## config.mk

```make
export PLATFORM = sky130hd
export DESIGN_NAME = radio_api_frame_parser
export DESIGN_NICKNAME = d
export VERILOG_FILES = /design/src/rafp_pkg.sv /design/src/rafp_parser.sv /design/src/radio_api_frame_parser.sv
export SDC_FILE = /design/constraint.sdc
export NUM_CORES = 1
export LEC_CHECK = 0
export BUFFER_PORTS_ARGS = -buffer_cell sky130_fd_sc_hd__buf_4
export CELL_PAD_IN_SITES_DETAIL_PLACEMENT = 1
export CELL_PAD_IN_SITES_GLOBAL_PLACEMENT = 2
export CORE_MARGIN = 5
export CORE_UTILIZATION = 40
export DETAILED_ROUTE_END_ITERATION = 10
export PLACE_DENSITY_LB_ADDON = 0.1
export SYNTH_ARGS = -nofsm -noshare
export SYNTH_HDL_FRONTEND = slang
export SYNTH_HIERARCHICAL = 1
export SYNTH_SLANG_ARGS = --single-unit
```

## constraint.sdc

```tcl
create_clock -name clk -period 23.8 [get_ports clk]
set_clock_uncertainty 0.2 [all_clocks]
set_input_delay 4.76 -clock clk [delete_from_list [all_inputs] [get_ports clk]]
set_output_delay 4.76 -clock clk [all_outputs]
set_load 0.02 [all_outputs]
```

## src/rafp_pkg.sv

```systemverilog
// Shared types and constants for the radio API frame parser.
// No dependencies; used by rafp_parser and radio_api_frame_parser.
package rafp_pkg;

    localparam int unsigned SENDER_ADDRESS_BYTES = 8;
    localparam int unsigned SHORT_ADDRESS_BYTES  = 2;

    localparam logic [7:0] TYPE_RECEIVE   = 8'h90;
    localparam logic [7:0] TYPE_TX_STATUS = 8'h89;
    localparam logic [7:0] SUM_GOOD       = 8'hFF;

    // type and options bytes plus both addresses
    localparam logic [15:0] OVERHEAD =
        16'(2 + SENDER_ADDRESS_BYTES + SHORT_ADDRESS_BYTES);
    localparam logic [15:0] SENDER_LAST = 16'(SENDER_ADDRESS_BYTES - 1);
    localparam logic [15:0] SHORT_LAST  = 16'(SHORT_ADDRESS_BYTES - 1);

    localparam logic [1:0] KIND_PAYLOAD   = 2'd0;
    localparam logic [1:0] KIND_RX_END    = 2'd1;
    localparam logic [1:0] KIND_TX_END    = 2'd2;
    localparam logic [1:0] KIND_BAD_TYPE  = 2'd3;

    typedef struct packed {
        logic [1:0]  result_kind;
        logic [7:0]  payload_byte;
        logic [63:0] sender_address;
        logic [15:0] short_address;
        logic [7:0]  receive_options;
        logic [7:0]  frame_identifier;
        logic [7:0]  delivery_code;
        logic        checksum_ok;
        logic [7:0]  type_byte;
        logic [15:0] payload_count;
    } result_t;

endpackage

```

## src/rafp_parser.sv

```systemverilog
// Byte-at-a-time frame state machine: updates parse state on each transfer
// and forms the result (if any) combinationally. Depends on rafp_pkg.
module rafp_parser
(
    input  logic                 clk,
    input  logic                 rst_n,
    input  logic                 fire,
    input  logic [7:0]           rx_byte,
    output logic                 emit,
    output rafp_pkg::result_t    result
);

    localparam logic [3:0] PH_DELIM    = 4'd0;
    localparam logic [3:0] PH_LEN_HI   = 4'd1;
    localparam logic [3:0] PH_LEN_LO   = 4'd2;
    localparam logic [3:0] PH_TYPE     = 4'd3;
    localparam logic [3:0] PH_SENDER   = 4'd4;
    localparam logic [3:0] PH_SHORT    = 4'd5;
    localparam logic [3:0] PH_OPTIONS  = 4'd6;
    localparam logic [3:0] PH_PAYLOAD  = 4'd7;
    localparam logic [3:0] PH_RX_SUM   = 4'd8;
    localparam logic [3:0] PH_FRAME_ID = 4'd9;
    localparam logic [3:0] PH_STATUS   = 4'd10;
    localparam logic [3:0] PH_TX_SUM   = 4'd11;

    logic [3:0]  phase_reg,   phase_next;
    logic [15:0] count_reg,   count_next;
    logic [7:0]  len_hi_reg,  len_hi_next;
    logic [15:0] plen_reg,    plen_next;
    logic [7:0]  kind_reg,    kind_next;
    logic [63:0] sender_reg,  sender_next;
    logic [15:0] short_reg,   short_next;
    logic [7:0]  options_reg, options_next;
    logic [7:0]  id_reg,      id_next;
    logic [7:0]  status_reg,  status_next;
    logic [7:0]  sum_reg,     sum_next;

    logic [15:0] len_full;
    logic [7:0]  sum_with_byte;
    logic        sum_good;

    assign len_full      = {len_hi_reg, rx_byte};
    assign sum_with_byte = sum_reg + rx_byte;
    assign sum_good      = (sum_with_byte == rafp_pkg::SUM_GOOD);

    always_comb
    begin
        phase_next   = phase_reg;
        count_next   = count_reg;
        len_hi_next  = len_hi_reg;
        plen_next    = plen_reg;
        kind_next    = kind_reg;
        sender_next  = sender_reg;
        short_next   = short_reg;
        options_next = options_reg;
        id_next      = id_reg;
        status_next  = status_reg;
        sum_next     = (phase_reg >= PH_TYPE) ? sum_with_byte : sum_reg;
        emit         = 1'b0;
        result       = '0;

        unique case (phase_reg)
            PH_DELIM:
            begin
                phase_next = PH_LEN_HI;
            end
            PH_LEN_HI:
            begin
                len_hi_next = rx_byte;
                phase_next  = PH_LEN_LO;
            end
            PH_LEN_LO:
            begin
                plen_next  = (len_full > rafp_pkg::OVERHEAD) ?
                             len_full - rafp_pkg::OVERHEAD : 16'd0;
                phase_next = PH_TYPE;
            end
            PH_TYPE:
            begin
                sum_next     = rx_byte;
                kind_next    = rx_byte;
                sender_next  = '0;
                short_next   = '0;
                options_next = '0;
                id_next      = '0;
                status_next  = '0;
                count_next   = '0;
                if (rx_byte == rafp_pkg::TYPE_RECEIVE)
                begin
                    phase_next = PH_SENDER;
                end
                else if (rx_byte == rafp_pkg::TYPE_TX_STATUS)
                begin
                    phase_next = PH_FRAME_ID;
                end
                else
                begin
                    emit               = 1'b1;
                    result.result_kind = rafp_pkg::KIND_BAD_TYPE;
                    result.type_byte   = rx_byte;
                    phase_next         = PH_DELIM;
                end
            end
            PH_SENDER:
            begin
                sender_next = {sender_reg[55:0], rx_byte};
                if (count_reg == rafp_pkg::SENDER_LAST)
                begin
                    count_next = '0;
                    phase_next = PH_SHORT;
                end
                else
                begin
                    count_next = count_reg + 16'd1;
                end
            end
            PH_SHORT:
            begin
                short_next = {short_reg[7:0], rx_byte};
                if (count_reg == rafp_pkg::SHORT_LAST)
                begin
                    count_next = '0;
                    phase_next = PH_OPTIONS;
                end
                else
                begin
                    count_next = count_reg + 16'd1;
                end
            end
            PH_OPTIONS:
            begin
                options_next = rx_byte;
                count_next   = '0;
                phase_next   = (plen_reg != 16'd0) ? PH_PAYLOAD : PH_RX_SUM;
            end
            PH_PAYLOAD:
            begin
                emit                   = 1'b1;
                result.result_kind     = rafp_pkg::KIND_PAYLOAD;
                result.payload_byte    = rx_byte;
                result.sender_address  = sender_reg;
                result.short_address   = short_reg;
                result.receive_options = options_reg;
                result.type_byte       = kind_reg;
                result.payload_count   = plen_reg;
                if (count_reg + 16'd1 == plen_reg)
                begin
                    count_next = '0;
                    phase_next = PH_RX_SUM;
                end
                else
                begin
                    count_next = count_reg + 16'd1;
                end
            end
            PH_RX_SUM:
            begin
                emit                   = 1'b1;
                result.result_kind     = rafp_pkg::KIND_RX_END;
                result.sender_address  = sender_reg;
                result.short_address   = short_reg;
                result.receive_options = options_reg;
                result.checksum_ok     = sum_good;
                result.type_byte       = kind_reg;
                result.payload_count   = plen_reg;
                phase_next             = PH_DELIM;
            end
            PH_FRAME_ID:
            begin
                id_next    = rx_byte;
                phase_next = PH_STATUS;
            end
            PH_STATUS:
            begin
                status_next = rx_byte;
                phase_next  = PH_TX_SUM;
            end
            PH_TX_SUM:
            begin
                emit                    = 1'b1;
                result.result_kind      = rafp_pkg::KIND_TX_END;
                result.frame_identifier = id_reg;
                result.delivery_code    = status_reg;
                result.checksum_ok      = sum_good;
                result.type_byte        = kind_reg;
                phase_next              = PH_DELIM;
            end
            default:
            begin
                phase_next = PH_DELIM;
            end
        endcase

        // nothing moves without a transfer
        if (!fire)
        begin
            emit = 1'b0;
        end
    end

    always_ff @(posedge clk or negedge rst_n)
    begin
        if (!rst_n)
        begin
            phase_reg <= PH_DELIM;
            count_reg <= '0;
        end
        else if (fire)
        begin
            phase_reg <= phase_next;
            count_reg <= count_next;
        end
    end

    always_ff @(posedge clk)
    begin
        if (fire)
        begin
            len_hi_reg  <= len_hi_next;
            plen_reg    <= plen_next;
            kind_reg    <= kind_next;
            sender_reg  <= sender_next;
            short_reg   <= short_next;
            options_reg <= options_next;
            id_reg      <= id_next;
            status_reg  <= status_next;
            sum_reg     <= sum_next;
        end
    end

    a_payload_nonempty: assert property (@(posedge clk) disable iff (!rst_n)
        phase_reg == PH_PAYLOAD |-> plen_reg != 16'd0)
        else $error("payload phase entered with zero payload length");

    a_sender_count: assert property (@(posedge clk) disable iff (!rst_n)
        phase_reg == PH_SENDER |-> count_reg <= rafp_pkg::SENDER_LAST)
        else $error("sender byte count overran");

    a_end_resync: assert property (@(posedge clk) disable iff (!rst_n)
        fire && (phase_reg == PH_RX_SUM || phase_reg == PH_TX_SUM)
        |=> phase_reg == PH_DELIM)
        else $error("parser did not return to delimiter after checksum");

endmodule

```

## src/radio_api_frame_parser.sv

```systemverilog
// Top level of the radio API frame parser: handshakes, parser instance and
// a two-entry result queue (output register plus skid). Depends on rafp_pkg.
// A result is registered in the output register, or in the skid entry if that is full.
// Throughput: one byte per cycle; in_ready drops only when both the output
// register and the skid entry hold results not yet taken.
// Reset: rst_n async low; parser takes the next byte as the delimiter, result queue empty.
module radio_api_frame_parser
(
    input  logic        clk,
    input  logic        rst_n,
    input  logic        in_valid,
    output logic        in_ready,
    input  logic [7:0]  rx_byte,
    output logic        out_valid,
    input  logic        out_ready,
    output logic [1:0]  result_kind,
    output logic [7:0]  payload_byte,
    output logic [63:0] sender_address,
    output logic [15:0] short_address,
    output logic [7:0]  receive_options,
    output logic [7:0]  frame_identifier,
    output logic [7:0]  delivery_code,
    output logic        checksum_ok,
    output logic [7:0]  type_byte,
    output logic [15:0] payload_count
);

    logic              fire;
    logic              emit;
    logic              pop;
    rafp_pkg::result_t new_result;
    rafp_pkg::result_t out_reg;
    rafp_pkg::result_t skid_reg;
    logic              out_valid_reg;
    logic              skid_valid_reg;

    assign in_ready = ~skid_valid_reg;
    assign fire     = in_valid & in_ready;
    assign pop      = out_valid_reg & out_ready;

    rafp_parser u_parser
    (
        .clk     (clk),
        .rst_n   (rst_n),
        .fire    (fire),
        .rx_byte (rx_byte),
        .emit    (emit),
        .result  (new_result)
    );

    always_ff @(posedge clk or negedge rst_n)
    begin
        if (!rst_n)
        begin
            out_valid_reg  <= 1'b0;
            skid_valid_reg <= 1'b0;
        end
        else if (pop && skid_valid_reg)
        begin
            skid_valid_reg <= 1'b0;
        end
        else if (pop || !out_valid_reg)
        begin
            out_valid_reg <= emit;
        end
        else if (emit)
        begin
            skid_valid_reg <= 1'b1;
        end
    end

    always_ff @(posedge clk)
    begin
        if (pop && skid_valid_reg)
        begin
            out_reg <= skid_reg;
        end
        else if ((pop || !out_valid_reg) && emit)
        begin
            out_reg <= new_result;
        end
        else if (emit)
        begin
            skid_reg <= new_result;
        end
    end

    assign out_valid        = out_valid_reg;
    assign result_kind      = out_reg.result_kind;
    assign payload_byte     = out_reg.payload_byte;
    assign sender_address   = out_reg.sender_address;
    assign short_address    = out_reg.short_address;
    assign receive_options  = out_reg.receive_options;
    assign frame_identifier = out_reg.frame_identifier;
    assign delivery_code    = out_reg.delivery_code;
    assign checksum_ok      = out_reg.checksum_ok;
    assign type_byte        = out_reg.type_byte;
    assign payload_count    = out_reg.payload_count;

    a_skid_behind_out: assert property (@(posedge clk) disable iff (!rst_n)
        skid_valid_reg |-> out_valid_reg)
        else $error("skid entry held while output register empty");

    a_no_emit_full: assert property (@(posedge clk) disable iff (!rst_n)
        skid_valid_reg |-> !emit)
        else $error("result produced while queue full");

    a_skid_drains: assert property (@(posedge clk) disable iff (!rst_n)
        skid_valid_reg && out_ready |=> out_valid_reg && !skid_valid_reg)
        else $error("skid entry not moved to output after transfer");

endmodule
```

==> impl_metrics.toml <==
[run_status]
run_status = "complete, no violations"

[logic_synthesis]
synth_top_flop_cell = "edfxtp_1"
synthDominantAreaCellType = "edfxtp_1"
netlist_top_cells_area = "edfxtp_1 67%, mux2_2 8.3%, nor2b_1 3.7%, dfrtp_1 2.9%, and3_1 2.4%"
syn_inst_count = 1244
synth_seq_cells = 444
seq_area_frac_synth_pct = 70.0
synth_cell_type_count = 62
synthesis.yosys.warnings = 6
synth_enable_flop_cells = 422
syn_avg_cell_area_um2 = 15.2
post_synth_arst_share_pct = 4.95
synth_common_cells = "422 x edfxtp_1, 139 x mux2_2, 112 x nor2b_1"
syn-cell-area_mm2 = 0.0189
synth_largest_type_area_fraction_pct = 67.1
synth.most_common_cell = "edfxtp_1"
synth_nets = 1269

[route]
drtIter0Drc = 681
vias = 10480
first_drt_pass_iteration_count = 5
postRouteAntennaNets = 0
drc = 0
drt-total-wl_mm = 44.7
routed_wire_length_per_instance_um = 22.0
detail_route.vias_per_cell = 5.16

[clock_tree]
cts.sink_count = 444
cts_root_buffer = "clkbuf_16"
cts.clk_slew.worst_paths_ps = 60
cts-buffers-inserted = 47
tritoncts_clock_tree = "built"
cts.repair.resized = 0
insertion_delay_ps = 580
post_cts_setup_buffers = 0
cts-hold-fix-buffers = 0
level_count_of_the_clock_h_tree = 2
clock_buffer_depth = 3

[die]
io-pin-count = 153
dieWidth_um = 227
design.die.area_mm2 = 0.0517
floorplan.initialDensity_pct = 40.5
fp.dieH_um = 227
core_mm2 = 0.0467
fp-row-count = 79

[pwr]
switching_share_pct = 30.2
p_clk_share_pct = 30.4
comb_power_share_pct = 21.3
power.leakage_uw = 0.00812
power.ir.vdd_worst_v = 0.0000511
internal_power_uw = 1610
share_seq_of_total_power_pct = 48.3
power_per_cell_area_mw_per_mm2 = 105
power.switching_uw = 696

[grt]
globalRouteOverflowTotal = 0
grtUsageTotal_pct = 17.0
grt_first_pass_wirelength_mm = 67.5
grt_antenna_before_repair = 0
grt_max_degree = 91
via_count_of_the_first_global_routing_pass = 10848

[final_layout]
largest_register_ffs = 139
layout_stage_area_growth_over_the_synthesis_result_pct = 16.6
drive_gt1_share_pct = 27.2
antenna_cells = 0
fin_util_pct = 47.2
number_of_nets_in_the_layout = 1414

[timing]
fin_crit_sh_pct = 34.0
timing_hold_violations_final = 0
timing.final.setup_violations = 0
max_slew.worst_pin.slew_ps = 1350
fmax_mhz = 123
post-route-min-period_ps = 8100
final.setup.tns_ps = 0
max-slew-margin-rel_pct = 9.45
grt_setup_unrepaired = "false"
timing_max_transition_violations_final = 0

[worst_setup_path]
worst-r2r-setup-slack_ps = 18720
crit_path_top_delay_cell = "buf_4"
endpoint_kind = "flop"
timing.critical_path.max_delay_family = "buffers and inverters"
crit_path_cell_trace = "buf_4 > inv_1 > ha_1 > nand4_1 > and3_1 > o21a_1 > a21oi_1 > a21oi_4 > buf_4 > buf_4"
cp_slowest_stage_delay_ps = 850
critical_path.max_fanout = 75
arrival_ps = 8100
critPathLaunchType = "input port"
cp.buffers_inverters = 4
setup.worst_path.class = "in2reg"
data_required_critical_path_ps = 23800
crit_path_frequent_cell = "buf_4"

[place]
gpl.final_weighted_congestion = 0.790
hpwl_mm = 29.0
numPortBuffers = 152

[job]
maxCapViolations = 0

[hold_path]
hp-class = "reg2reg"
-- placed cells by master, fill, tap and decap left out, types with 16 or more instances in the layout --
master,n
a21oi_1,27
nand2_1,46
buf_4,167
mux2_2,139
and2_1,57
dfrtp_1,22
edfxtp_1,422
nor2_1,44
nor3_1,26
clkbuf_16,47
nor2b_1,112
o21ai_0,16
xnor2_1,25
and3_1,70
inv_1,16
-- final timing paths --
check / start / end / cells past startpoint
max in group asynchronous: rst_n / skid_valid_reg$_DFFE_PN0P_ / 1
min reg2reg: skid_reg[59]$_DFFE_PP_ / short_address[10]$_DFFE_PP_ / 1
min: skid_reg[59]$_DFFE_PP_ / short_address[10]$_DFFE_PP_ / 1
min in group asynchronous: rst_n / u_parser/count_reg[12]$_DFFE_PN0P_ / 1
max reg2reg: u_parser/phase_reg[1]$_DFFE_PN0P_ / sender_address[7]$_DFFE_PP_ / 9
max: rx_byte[2] / sender_address[7]$_DFFE_PP_ / 10
-- through the flow --
| step | cell area (um^2) | setup slack (ps) | hold slack [ps] | instances | total power [uW] |
|---|---|---|---|---|---|
| detailed placement | 20600 | 15070 | 335 | 1947 | 1630 |
| global route | 22000 | 15500 | 349 | 2031 | 2410 |
| CTS | 22000 | 15700 | 348 | 2031 | 2340 |
| floorplan | 18900 | 10390 | 308 | 1244 | 1420 |
| global placement | 20600 | 15210 | 324 | 1947 | 1620 |
| finish | 22000 | 15700 | 342 | 2031 | 2310 |
-- power groups by stage --
stage               clock (uW)  combinational (uW)  sequential, uW
floorplan                    0                 216            1200
global placement             0                 492            1130
detailed placement           0                 499            1130
CTS                        724                 501            1120
global route               756                 528            1130
finish                     702                 491            1110
-- cell type report --
type | instances | area [um^2]
fill | 4600 | 24600
sequential | 444 | 13200
multi-input combinational | 713 | 5270
timing repair buffer | 167 | 1250
clock buffer | 63 | 1250
tap | 607 | 759
clock inverter | 21 | 209
inverter | 16 | 60.1
-- worst reg2reg max path, delay by kind of cell (launching register included) --
| family | cells | cell delay [ps] |
|---|---|---|
| compound gates | 5 | 1230 |
| buf+inv | 2 | 1680 |
| simple gates | 2 | 890 |
| flops | 1 | 590 |
-- logic make-up (layout without fill, tap and decap cells) --
kind of cell | count (synthesis) | after routing | synth area share, %
flip-flops | 444 | 444 | 70.0
AND/OR/NAND/NOR | 421 | 421 | 12.9
multiplexers | 144 | 144 | 8.58
AO/OA/AOI/OAI | 96 | 96 | 3.33
buffers and inverters | 87 | 267 | 2.44
XOR/XNOR | 39 | 39 | 1.89
adder cells (fa/ha/maj) | 13 | 13 | 0.901
-- per-layer routing --
layer | wire, um | vias to the layer above | GRT usage [%]
met1 | 22400 | 5353 | 26.4
met2 | 20000 | 182 | 25.2
met3 | 1680 | 41 | 2.89
met4 | 656 | 0 | 3.61
met5 | 0 | - | 0
li1 | - | 4904 | -
Power figures use the tool's default switching activity.
